## config.mk

```make
export PLATFORM = sky130hd
export DESIGN_NAME = smoothed_sensor_derivatives_unit
export DESIGN_NICKNAME = d
export VERILOG_FILES = /design/src/sv/ssd_pkg.sv /design/src/sv/ssd_ram.sv /design/src/sv/ssd_dp.sv /design/src/sv/ssd_ctrl.sv /design/src/sv/smoothed_sensor_derivatives_unit.sv
export SDC_FILE = /design/constraint.sdc
export NUM_CORES = 2
export LEC_CHECK = 0
export ABC_CLOCK_PERIOD_IN_PS = 18500
export BUFFER_PORTS_ARGS = -buffer_cell sky130_fd_sc_hd__buf_2
export CAP_MARGIN = 5
export CORE_MARGIN = 2
export CORE_UTILIZATION = 45
export CTS_CLUSTER_SIZE = 14
export DETAILED_ROUTE_END_ITERATION = 8
export PLACE_DENSITY_LB_ADDON = 0.25
export SETUP_SLACK_MARGIN = 0.5
export SYNTH_ARGS = -nofsm -noshare
export SYNTH_HDL_FRONTEND = slang
export SYNTH_HIERARCHICAL = 1
export SYNTH_SLANG_ARGS = --single-unit
```

## constraint.sdc

```tcl
create_clock -name i_clk -period 18.5 [get_ports i_clk]
set_clock_uncertainty 0.2 [all_clocks]
set_input_delay 0.925 -clock i_clk [delete_from_list [all_inputs] [get_ports i_clk]]
set_output_delay 0.925 -clock i_clk [all_outputs]
set_load 0.03 [all_outputs]
```

## src/sv/ssd_pkg.sv

```systemverilog
// shared types, constants and codes of the smoothed sensor derivatives unit
// no dependencies
package ssd_pkg;

    localparam int SMP_W            = 16;
    localparam int CH_W             = 4;
    localparam int CFG_W            = 16;
    localparam int CFG_IDX_W        = 3;
    localparam int COUNT_W          = 5;
    localparam int DEF_MAX_CHANNELS = 16;

    // shared multiplier: signed operand a, non-negative 16-bit factor as operand b
    localparam int MUL_A_W = SMP_W + 17;
    localparam int MUL_B_W = 17;
    localparam int PROD_W  = MUL_A_W + MUL_B_W;

    localparam logic [CFG_IDX_W-1:0] CFG_SMOOTH = 3'd0;
    localparam logic [CFG_IDX_W-1:0] CFG_SCALE  = 3'd1;
    localparam logic [CFG_IDX_W-1:0] CFG_RAW    = 3'd2;
    localparam logic [CFG_IDX_W-1:0] CFG_FIRST  = 3'd3;
    localparam logic [CFG_IDX_W-1:0] CFG_SECOND = 3'd4;
    localparam logic [CFG_IDX_W-1:0] CFG_COUNT  = 3'd5;

    localparam logic [15:0]        RST_SMOOTH = 16'd32768;
    localparam logic [15:0]        RST_SCALE  = 16'd256;
    localparam logic [COUNT_W-1:0] RST_COUNT  = 5'd16;

    typedef enum logic [1:0] {
        KIND_RAW    = 2'd0,
        KIND_FIRST  = 2'd1,
        KIND_SECOND = 2'd2
    } t_kind;

    typedef enum logic [1:0] {
        MS_SMOOTH = 2'd0,
        MS_FIRST  = 2'd1,
        MS_SEC_A  = 2'd2,
        MS_SEC_B  = 2'd3
    } t_msel;

    typedef enum logic [3:0] {
        ST_IDLE,
        ST_READ,
        ST_SMOOTH,
        ST_UPDATE,
        ST_FIRST_MUL,
        ST_FIRST_RND,
        ST_SEC_MUL_A,
        ST_SEC_MUL_B,
        ST_SEC_RND,
        ST_OUT_RAW,
        ST_OUT_FIRST,
        ST_OUT_SEC
    } t_state;

    typedef struct packed {
        logic [CH_W-1:0]         channel;
        logic signed [SMP_W-1:0] sample;
    } t_in;

    typedef struct packed {
        t_kind                   kind;
        logic [CH_W-1:0]         channel_out;
        logic signed [SMP_W-1:0] value;
        logic                    last;
    } t_out;

    typedef struct packed {
        logic [15:0]        smoothing_factor;
        logic [15:0]        derivative_scale;
        logic               emit_raw;
        logic               emit_first;
        logic               emit_second;
        logic [COUNT_W-1:0] channel_count;
    } t_cfg;

    typedef struct packed {
        logic  load_in;
        logic  load_hist;
        logic  mul_en;
        t_msel msel;
        logic  load_y;
        logic  load_d1;
        logic  load_d2;
        logic  out_load;
        t_kind out_kind;
        logic  out_last;
    } t_cmd;

    typedef struct packed {
        logic ch_ok;
        logic out_free;
    } t_sts;

endpackage

```

## src/sv/ssd_ram.sv

```systemverilog
// generic single-port-write, single-port-read ram with registered read
// no dependencies
module ssd_ram #(
    parameter int WIDTH = 32,
    parameter int DEPTH = 16,
    parameter int AW    = (DEPTH > 1) ? $clog2(DEPTH) : 1
) (
    input  logic             i_clk,
    input  logic             i_we,
    input  logic [AW-1:0]    i_waddr,
    input  logic [WIDTH-1:0] i_wdata,
    input  logic             i_re,
    input  logic [AW-1:0]    i_raddr,
    output logic [WIDTH-1:0] o_rdata
);

    logic [WIDTH-1:0] r_mem [DEPTH];
    logic [WIDTH-1:0] r_rdata;

    always_ff @(posedge i_clk) begin
        if (i_we) begin
            r_mem[i_waddr] <= i_wdata;
        end
        if (i_re) begin
            r_rdata <= r_mem[i_raddr];
        end
    end

    assign o_rdata = r_rdata;

endmodule

```

## src/sv/ssd_dp.sv

```systemverilog
// datapath: channel history ram, shared multiplier, rounding, saturation, output register
// depends on ssd_pkg and ssd_ram
module ssd_dp #(
    parameter int MAX_CHANNELS = ssd_pkg::DEF_MAX_CHANNELS
) (
    input  logic          i_clk,
    input  logic          i_rst_n,
    input  ssd_pkg::t_in  i_in,
    input  ssd_pkg::t_cfg i_cfg,
    input  ssd_pkg::t_cmd i_cmd,
    output ssd_pkg::t_sts o_sts,
    output logic          o_out_valid,
    output ssd_pkg::t_out o_out,
    input  logic          i_out_stall
);
    import ssd_pkg::*;

    localparam int SW   = SMP_W;
    localparam int AW   = (MAX_CHANNELS > 1) ? $clog2(MAX_CHANNELS) : 1;
    localparam int CMPW = $clog2(MAX_CHANNELS + 1) + COUNT_W;

    localparam logic signed [PROD_W-1:0] HALF8  = PROD_W'(128);
    localparam logic signed [PROD_W-1:0] HALF16 = PROD_W'(32768);
    localparam logic signed [PROD_W-1:0] T_HI   = PROD_W'(64'sd1 <<< (SW + 15));
    localparam logic signed [PROD_W-1:0] T_LO   = -T_HI;
    localparam logic signed [PROD_W-1:0] SAT_HI = PROD_W'((64'sd1 <<< (SW - 1)) - 64'sd1);
    localparam logic signed [PROD_W-1:0] SAT_LO = -SAT_HI - PROD_W'(1);

    function automatic logic signed [SW-1:0] sat_sw(input logic signed [PROD_W-1:0] v);
        logic signed [SW-1:0] res;
        if (v > SAT_HI) begin
            res = SAT_HI[SW-1:0];
        end else if (v < SAT_LO) begin
            res = SAT_LO[SW-1:0];
        end else begin
            res = v[SW-1:0];
        end
        return res;
    endfunction

    logic [CH_W-1:0]           r_ch;
    logic signed [SW-1:0]      r_x;
    logic [AW-1:0]             r_addr;
    logic signed [SW-1:0]      r_y1;
    logic signed [SW-1:0]      r_y2;
    logic signed [SW-1:0]      r_y;
    logic signed [PROD_W-1:0]  r_prod;
    logic signed [SW-1:0]      r_d1;
    logic signed [SW-1:0]      r_d2;
    logic [MAX_CHANNELS-1:0]   r_vld;
    logic                      r_out_valid;
    t_out                      r_out;

    logic [AW+CH_W-1:0]        ch_ext;
    logic [AW-1:0]             in_addr;
    logic [2*SW-1:0]           rdata;
    logic signed [SW:0]        diff_smooth;
    logic signed [SW:0]        diff_first;
    logic signed [SW+2:0]      diff_second;
    logic signed [PROD_W-1:0]  t_clamp;
    logic signed [MUL_A_W-1:0] mul_a;
    logic signed [MUL_B_W-1:0] mul_b;
    logic signed [PROD_W-1:0]  mul_p;
    logic signed [PROD_W-1:0]  rnd8;
    logic signed [PROD_W-1:0]  rnd16;
    logic signed [SW-1:0]      n_y;
    t_out                      n_out;

    assign ch_ext  = {{AW{1'b0}}, i_in.channel};
    assign in_addr = ch_ext[AW-1:0];

    assign o_sts.ch_ok = ({1'b0, i_in.channel} < i_cfg.channel_count)
                      && (CMPW'(i_in.channel) < CMPW'(MAX_CHANNELS));
    assign o_sts.out_free = !r_out_valid || !i_out_stall;

    ssd_ram #(
        .WIDTH (2 * SW),
        .DEPTH (MAX_CHANNELS),
        .AW    (AW)
    ) u_hist (
        .i_clk   (i_clk),
        .i_we    (i_cmd.load_y),
        .i_waddr (r_addr),
        .i_wdata ({n_y, r_y1}),
        .i_re    (i_cmd.load_in),
        .i_raddr (in_addr),
        .o_rdata (rdata)
    );

    assign diff_smooth = {r_x[SW-1], r_x} - {r_y1[SW-1], r_y1};
    assign diff_first  = {r_y[SW-1], r_y} - {r_y2[SW-1], r_y2};
    assign diff_second = {{3{r_y[SW-1]}}, r_y} - {{2{r_y1[SW-1]}}, r_y1, 1'b0}
                       + {{3{r_y2[SW-1]}}, r_y2};

    // bound the scaled second difference; beyond it the result saturates anyway
    always_comb begin
        if (r_prod > T_HI) begin
            t_clamp = T_HI;
        end else if (r_prod < T_LO) begin
            t_clamp = T_LO;
        end else begin
            t_clamp = r_prod;
        end
    end

    always_comb begin
        case (i_cmd.msel)
            MS_SMOOTH: begin
                mul_a = {{(MUL_A_W-SW-1){diff_smooth[SW]}}, diff_smooth};
                mul_b = {1'b0, i_cfg.smoothing_factor};
            end
            MS_FIRST: begin
                mul_a = {{(MUL_A_W-SW-1){diff_first[SW]}}, diff_first};
                mul_b = {1'b0, i_cfg.derivative_scale};
            end
            MS_SEC_A: begin
                mul_a = {{(MUL_A_W-SW-3){diff_second[SW+2]}}, diff_second};
                mul_b = {1'b0, i_cfg.derivative_scale};
            end
            MS_SEC_B: begin
                mul_a = t_clamp[MUL_A_W-1:0];
                mul_b = {1'b0, i_cfg.derivative_scale};
            end
            default: begin
                mul_a = '0;
                mul_b = '0;
            end
        endcase
    end

    assign mul_p = PROD_W'(mul_a) * PROD_W'(mul_b);
    assign rnd8  = (r_prod + HALF8) >>> 8;
    assign rnd16 = (r_prod + HALF16) >>> 16;
    assign n_y   = r_y1 + rnd16[SW-1:0];

    always_comb begin
        n_out.kind        = i_cmd.out_kind;
        n_out.channel_out = r_ch;
        n_out.last        = i_cmd.out_last;
        case (i_cmd.out_kind)
            KIND_RAW:    n_out.value = r_x;
            KIND_FIRST:  n_out.value = r_d1;
            KIND_SECOND: n_out.value = r_d2;
            default:     n_out.value = r_x;
        endcase
    end

    always_ff @(posedge i_clk) begin
        if (i_cmd.load_in) begin
            r_ch   <= i_in.channel;
            r_x    <= i_in.sample;
            r_addr <= in_addr;
        end
        if (i_cmd.load_hist) begin
            r_y1 <= r_vld[r_addr] ? rdata[2*SW-1:SW] : '0;
            r_y2 <= r_vld[r_addr] ? rdata[SW-1:0] : '0;
        end
        if (i_cmd.mul_en) begin
            r_prod <= mul_p;
        end
        if (i_cmd.load_y) begin
            r_y <= n_y;
        end
        if (i_cmd.load_d1) begin
            r_d1 <= sat_sw(rnd8);
        end
        if (i_cmd.load_d2) begin
            r_d2 <= sat_sw(rnd16);
        end
        if (i_cmd.out_load) begin
            r_out <= n_out;
        end
    end

    always_ff @(posedge i_clk) begin
        if (!i_rst_n) begin
            r_vld       <= '0;
            r_out_valid <= 1'b0;
        end else begin
            if (i_cmd.load_y) begin
                r_vld[r_addr] <= 1'b1;
            end
            if (i_cmd.out_load) begin
                r_out_valid <= 1'b1;
            end else if (!i_out_stall) begin
                r_out_valid <= 1'b0;
            end
        end
    end

    assign o_out_valid = r_out_valid;
    assign o_out       = r_out;

endmodule

```

## src/sv/ssd_ctrl.sv

```systemverilog
// controller: sequences one sample through read, smoothing, derivatives and output beats
// depends on ssd_pkg
module ssd_ctrl (
    input  logic          i_clk,
    input  logic          i_rst_n,
    input  logic          i_in_valid,
    output logic          o_in_stall,
    input  ssd_pkg::t_cfg i_cfg,
    input  ssd_pkg::t_sts i_sts,
    output ssd_pkg::t_cmd o_cmd
);
    import ssd_pkg::*;

    t_state r_state;
    t_state n_state;
    logic   r_raw_on;
    logic   r_first_on;
    logic   r_second_on;
    logic   n_raw_on;
    logic   n_first_on;
    logic   n_second_on;
    t_state out_start;

    always_ff @(posedge i_clk) begin
        if (!i_rst_n) begin
            r_state     <= ST_IDLE;
            r_raw_on    <= 1'b0;
            r_first_on  <= 1'b0;
            r_second_on <= 1'b0;
        end else begin
            r_state     <= n_state;
            r_raw_on    <= n_raw_on;
            r_first_on  <= n_first_on;
            r_second_on <= n_second_on;
        end
    end

    assign out_start = r_raw_on ? ST_OUT_RAW : (r_first_on ? ST_OUT_FIRST : ST_OUT_SEC);
    assign o_in_stall = (r_state != ST_IDLE);

    always_comb begin
        n_state        = r_state;
        n_raw_on       = r_raw_on;
        n_first_on     = r_first_on;
        n_second_on    = r_second_on;
        o_cmd.load_in  = 1'b0;
        o_cmd.load_hist = 1'b0;
        o_cmd.mul_en   = 1'b0;
        o_cmd.msel     = MS_SMOOTH;
        o_cmd.load_y   = 1'b0;
        o_cmd.load_d1  = 1'b0;
        o_cmd.load_d2  = 1'b0;
        o_cmd.out_load = 1'b0;
        o_cmd.out_kind = KIND_RAW;
        o_cmd.out_last = 1'b0;
        case (r_state)
            ST_IDLE: begin
                if (i_in_valid && i_sts.ch_ok) begin
                    o_cmd.load_in = 1'b1;
                    n_raw_on    = i_cfg.emit_raw || (!i_cfg.emit_first && !i_cfg.emit_second);
                    n_first_on  = i_cfg.emit_first;
                    n_second_on = i_cfg.emit_second;
                    n_state     = ST_READ;
                end
            end
            ST_READ: begin
                o_cmd.load_hist = 1'b1;
                n_state = ST_SMOOTH;
            end
            ST_SMOOTH: begin
                o_cmd.mul_en = 1'b1;
                o_cmd.msel   = MS_SMOOTH;
                n_state = ST_UPDATE;
            end
            ST_UPDATE: begin
                o_cmd.load_y = 1'b1;
                if (r_first_on) begin
                    n_state = ST_FIRST_MUL;
                end else if (r_second_on) begin
                    n_state = ST_SEC_MUL_A;
                end else begin
                    n_state = out_start;
                end
            end
            ST_FIRST_MUL: begin
                o_cmd.mul_en = 1'b1;
                o_cmd.msel   = MS_FIRST;
                n_state = ST_FIRST_RND;
            end
            ST_FIRST_RND: begin
                o_cmd.load_d1 = 1'b1;
                n_state = r_second_on ? ST_SEC_MUL_A : out_start;
            end
            ST_SEC_MUL_A: begin
                o_cmd.mul_en = 1'b1;
                o_cmd.msel   = MS_SEC_A;
                n_state = ST_SEC_MUL_B;
            end
            ST_SEC_MUL_B: begin
                o_cmd.mul_en = 1'b1;
                o_cmd.msel   = MS_SEC_B;
                n_state = ST_SEC_RND;
            end
            ST_SEC_RND: begin
                o_cmd.load_d2 = 1'b1;
                n_state = out_start;
            end
            ST_OUT_RAW: begin
                o_cmd.out_kind = KIND_RAW;
                o_cmd.out_last = !r_first_on && !r_second_on;
                if (i_sts.out_free) begin
                    o_cmd.out_load = 1'b1;
                    if (r_first_on) begin
                        n_state = ST_OUT_FIRST;
                    end else if (r_second_on) begin
                        n_state = ST_OUT_SEC;
                    end else begin
                        n_state = ST_IDLE;
                    end
                end
            end
            ST_OUT_FIRST: begin
                o_cmd.out_kind = KIND_FIRST;
                o_cmd.out_last = !r_second_on;
                if (i_sts.out_free) begin
                    o_cmd.out_load = 1'b1;
                    n_state = r_second_on ? ST_OUT_SEC : ST_IDLE;
                end
            end
            ST_OUT_SEC: begin
                o_cmd.out_kind = KIND_SECOND;
                o_cmd.out_last = 1'b1;
                if (i_sts.out_free) begin
                    o_cmd.out_load = 1'b1;
                    n_state = ST_IDLE;
                end
            end
            default: begin
                n_state = ST_IDLE;
            end
        endcase
    end

endmodule

```

## src/sv/smoothed_sensor_derivatives_unit.sv

```systemverilog
// top level of the smoothed sensor derivatives unit: configuration registers,
// controller and datapath; depends on ssd_pkg, ssd_ctrl, ssd_dp, ssd_ram
//
// usage
// - input channel: one beat carries a channel number and a signed sample; a beat is
//   taken when i_in_valid is high and o_in_stall is low
// - output channel: each accepted sample gives one to three beats (raw, first
//   difference, second difference, as enabled), the final one flagged last; a beat
//   moves when o_out_valid is high and i_out_stall is low
// - a sample for a channel at or above the channel count or MAX_CHANNELS is taken and dropped
// - one sample at a time through a single shared 33x17 multiplier: history read,
//   smoothing, first difference and second difference as enabled, then the output
//   beats, then back in idle
// - the last beat sits in the output register while the next sample is taken
// - a stalled receiver holds the output register and the sequencer waits for it
// - reset clears state and history valid bits and loads the config defaults; history entries read as zero until written
// - config writes are taken at any edge with i_cfg_we high, meant for idle periods
module smoothed_sensor_derivatives_unit #(
    parameter int MAX_CHANNELS = ssd_pkg::DEF_MAX_CHANNELS
) (
    input  logic                              i_clk,
    input  logic                              i_rst_n,
    input  logic                              i_in_valid,
    output logic                              o_in_stall,
    input  ssd_pkg::t_in                      i_in_data,
    output logic                              o_out_valid,
    input  logic                              i_out_stall,
    output ssd_pkg::t_out                     o_out_data,
    input  logic                              i_cfg_we,
    input  logic [ssd_pkg::CFG_IDX_W-1:0]     i_cfg_index,
    input  logic [ssd_pkg::CFG_W-1:0]         i_cfg_data
);
    import ssd_pkg::*;

    t_cfg r_cfg;
    t_cmd cmd;
    t_sts sts;

    always_ff @(posedge i_clk) begin
        if (!i_rst_n) begin
            r_cfg.smoothing_factor <= RST_SMOOTH;
            r_cfg.derivative_scale <= RST_SCALE;
            r_cfg.emit_raw         <= 1'b1;
            r_cfg.emit_first       <= 1'b1;
            r_cfg.emit_second      <= 1'b0;
            r_cfg.channel_count    <= RST_COUNT;
        end else if (i_cfg_we) begin
            case (i_cfg_index)
                CFG_SMOOTH: r_cfg.smoothing_factor <= i_cfg_data[15:0];
                CFG_SCALE:  r_cfg.derivative_scale <= i_cfg_data[15:0];
                CFG_RAW:    r_cfg.emit_raw         <= i_cfg_data[0];
                CFG_FIRST:  r_cfg.emit_first       <= i_cfg_data[0];
                CFG_SECOND: r_cfg.emit_second      <= i_cfg_data[0];
                CFG_COUNT:  r_cfg.channel_count    <= i_cfg_data[COUNT_W-1:0];
                default: begin
                end
            endcase
        end
    end

    ssd_ctrl u_ctrl (
        .i_clk      (i_clk),
        .i_rst_n    (i_rst_n),
        .i_in_valid (i_in_valid),
        .o_in_stall (o_in_stall),
        .i_cfg      (r_cfg),
        .i_sts      (sts),
        .o_cmd      (cmd)
    );

    ssd_dp #(
        .MAX_CHANNELS (MAX_CHANNELS)
    ) u_dp (
        .i_clk       (i_clk),
        .i_rst_n     (i_rst_n),
        .i_in        (i_in_data),
        .i_cfg       (r_cfg),
        .i_cmd       (cmd),
        .o_sts       (sts),
        .o_out_valid (o_out_valid),
        .o_out       (o_out_data),
        .i_out_stall (i_out_stall)
    );

endmodule

```

==> impl_metrics.ini <==
[synthesis]
synth_area_um2 = 54000
synth_compound_area_share_pct = 7.37
synth.most_common_cell = inv_1
synthXorXnorAreaFrac_pct = 2.55
syn_inst = 4580
synth.avg_cell_area_um2 = 11.8
synth-edff-count = 717
ys_seq_area_share_pct = 42.2
yosys.area_share.simple_pct = 10.5
synth_flop_cell = edfxtp_1
yosys-top-cells-area = edfxtp_1 40%, fa_1 19%, mux4_2 5.5%
synth_top_family_by_area = adder cells
synth_top_cell_by_area = edfxtp_1
ys_warn_count = 6
yosysTopAreaCellShare_pct = 39.9
synth_cell_types = 103
ys_ff_latch = 781
synth_fa_ha_area_share_pct = 23.8
synthTopCellsByCount = 739 x inv_1, 717 x edfxtp_1, 563 x nand2_1
muxShareOfSynthArea_pct = 6.66
async_flop_share_pct = 0
syn_nets = 5337

[cells_and_area]
fin_cells = 6299
stdcell_area_um2 = 59100
syn_to_final_growth_pct = 9.39
drive_above_1_share_pct = 11.2
layout.nets = 5379
n_fill_cell = 10573
antenna_cells = 0

[worst_setup_path]
crit_required_ns = 18.70
arrival_ns = 11.37
r2r-start = u_dp/r_y1[8]$_SDFFCE_PN0P_
start_kind = flop
critPathBufInv = 5
startpoint = u_dp/r_y1[8]$_SDFFCE_PN0P_
max_stage_delay_ns = 0.90
critPathMaxFanout = 19
crit_family = adder cells
path_class = reg2reg
critPathSlowestCell = a222oi_1
crit_top_cell = fa_1
r2r_slack_ns = 7.33
end_kind = flop

[pwr]
clockPowerShare_pct = 21.8
powerDensity_nw_per_um2 = 125
combPwrFrac_pct = 43.1
p_sw_share_pct = 40.4
p_int_w = 0.00440
peakVddDrop_uv = 80.1
p_sw_w = 0.00298
seq_power_share_pct = 35.1
p_leak_nw = 23.6

[die]
die_h_um = 350
die_w_um = 350
dieArea_um2 = 123000
core-area_um2 = 119000
initial_core_util_pct = 45.2
row_count = 127
io-pin-count = 69

[detailed_routing]
dr.pass1.iters = 6
via_per_inst = 5.58
vias = 35176
avgRoutedWirePerCell_um = 24.1
final_antenna_net_count = 0
dr.first_iter.drc_count = 3231
drc = 0
routed_wl_um = 152000

[cts]
tritoncts = built
cts_hold_buffers = 0
clock-sinks = 781
clkLatencyLatePin_ns = 0.66
cts_buffers = 81
cts_setup_buffers = 0
post_cts_resized = 0
path_clk_slew_ns = 0.06
cts_root_buf = clkbuf_16
cts_htree_levels = 3
clockBufferDepth = 3

[place]
dpl.hpwl_um = 109000
place_inst = 6151
dpl_cell_area_um2 = 56500
pre_cts_ws_ns = 7.50
port_buffers = 68
gp_congestion = 0.917

[global_routing]
grt_antenna_before_repair = 4
grt-ovfl-total = 0
grt_pass1_vias = 36198
grt_max_degree = 69
grt_usage_pct = 25.0
grt_pass1_wl_um = 228000

[sta]
slew_headroom_pct = 17.0
min_period_ns = 11.17
setup_tns_ns = 0
slew_viol_final = 0
rsz0062_at_grt = false
hold_viol = 0
setup_ws_ns = 7.33
final.period_utilization_pct = 60.4
fmax_mhz = 89.6
max_slew.worst_pin.slew_ns = 1.21
finalSetupViolations = 0

[hold_path]
hold_path.class = in2reg
min-delay-start = i_in_data[12]

[run]
maxCapViolations = 0

[outcome]
status = finished, final reports clean
==> placed cells by master (no fill, tap or decap), types with 18 or more instances in the layout <==
| cell type | synthesis | final |
|---|---|---|
| o21a_1 | 42 | 42 |
| a21o_1 | 43 | 43 |
| nand2b_1 | 31 | 31 |
| a21oi_1 | 106 | 104 |
| mux4_2 | 133 | 133 |
| clkbuf_1 | 107 | 18 |
| o21bai_1 | 18 | 18 |
| and2_1 | 88 | 87 |
| o21ai_1 | 30 | 29 |
| nand4_1 | 27 | 27 |
| nand3_1 | 46 | 46 |
| nor3_1 | 58 | 52 |
| buf_2 | 53 | 65 |
| nand2_1 | 563 | 559 |
| xor2_1 | 52 | 51 |
| mux2i_1 | 59 | 53 |
| inv_1 | 739 | 739 |
| buf_4 | 21 | 94 |
| nor2_1 | 260 | 245 |
| dfxtp_1 | 64 | 64 |
| o21ai_0 | 80 | 79 |
| fa_1 | 522 | 522 |
| clkbuf_16 | 0 | 82 |
| nor4_1 | 23 | 22 |
| nor2b_1 | 45 | 43 |
| a22oi_1 | 86 | 86 |
| ha_1 | 191 | 191 |
| edfxtp_1 | 717 | 717 |
| xnor2_1 | 105 | 99 |
==> layer usage <==
metal,global-route usage [%],share of wire (%),up-vias
met5,0,0,-
met4,10.4,4.4,0
met3,3.24,6.3,283
met2,43.0,50,1247
met1,32.0,40,18049
li1,-,-,15597
==> power groups by stage <==
stage | combinational [W] | clock [W] | sequential [W]
floorplan | 0.00218 | 0 | 0.00251
global placement | 0.00313 | 0 | 0.00263
detailed placement | 0.00315 | 0 | 0.00263
CTS | 0.00317 | 0.00164 | 0.00259
global route | 0.00351 | 0.00170 | 0.00261
finish | 0.00318 | 0.00161 | 0.00260
==> flip-flops by register name, indices dropped and copies added (netlist names) <==
| signal | count |
|---|---|
| u_ctrl/r_first_on | 1 |
| u_dp/r_y | 16 |
| u_ctrl/r_state | 4 |
| u_dp/r_y1 | 16 |
| u_dp/r_d1 | 16 |
| u_dp/o_out_valid | 1 |
| u_ctrl/r_raw_on | 1 |
| u_dp/r_vld | 16 |
| u_dp/r_d2 | 16 |
| u_dp/u_hist/o_rdata | 32 |
| r_cfg | 40 |
| u_dp/u_hist/r_mem | 512 |
| u_dp/r_addr | 4 |
| u_dp/r_x | 16 |
| u_ctrl/r_second_on | 1 |
| u_dp/r_prod | 50 |
| u_dp/o_out | 23 |
| u_dp/r_y2 | 16 |
==> final cells by class <==
type / count / area (µm²) / area share (%)
Multi-Input combinational cell: 2855 / 27800 / 47.0
Sequential cell: 781 / 22800 / 38.6
Inverter: 742 / 2790 / 4.71
Clock buffer: 103 / 2160 / 3.66
Tap cell: 1612 / 2020 / 3.41
Timing Repair Buffer: 161 / 1060 / 1.79
Clock inverter: 45 / 465 / 0.788
==> cell families after synthesis <==
| family | Yosys count |
|---|---|
| mux | 193 |
| simple gates | 1228 |
| fa+ha+maj | 713 |
| compound gates | 564 |
| xor+xnor | 157 |
| buf+inv | 944 |
| flops | 781 |
==> worst paths after layout <==
| path | to | cells past startpoint |
|---|---|---|
| min reg2reg | r_cfg[25]$_SDFFE_PN0P_ | 2 |
| max reg2reg | u_dp/r_prod[46]$_DFFE_PP_ | 32 |
| max | u_dp/r_prod[46]$_DFFE_PP_ | 32 |
| min | u_dp/r_x[12]$_DFFE_PP_ | 1 |
==> worst register-to-register path, delay by kind of cell (launching register included) <==
family                     cells  cell delay [ns]
DFF                            1             0.66
and+or+nand+nor                7             1.14
AOI/OAI and AO/OA             11             4.19
buffers and inverters          5             0.43
adders and majority gates      9             4.30
==> metrics by stage <==
step | power [W] | hold WS (ns) | utilization (%)
final | 0.00739 | 0.242 | 49.5
after global routing | 0.00782 | 0.229 | 49.5
after CTS | 0.00740 | 0.203 | 49.5
after detailed placement | 0.00578 | 0.247 | 47.3
after global placement | 0.00575 | 0.241 | 47.3
after floorplan | 0.00468 | 0.234 | -
No activity file was read; power rests on OpenSTA's default activity.
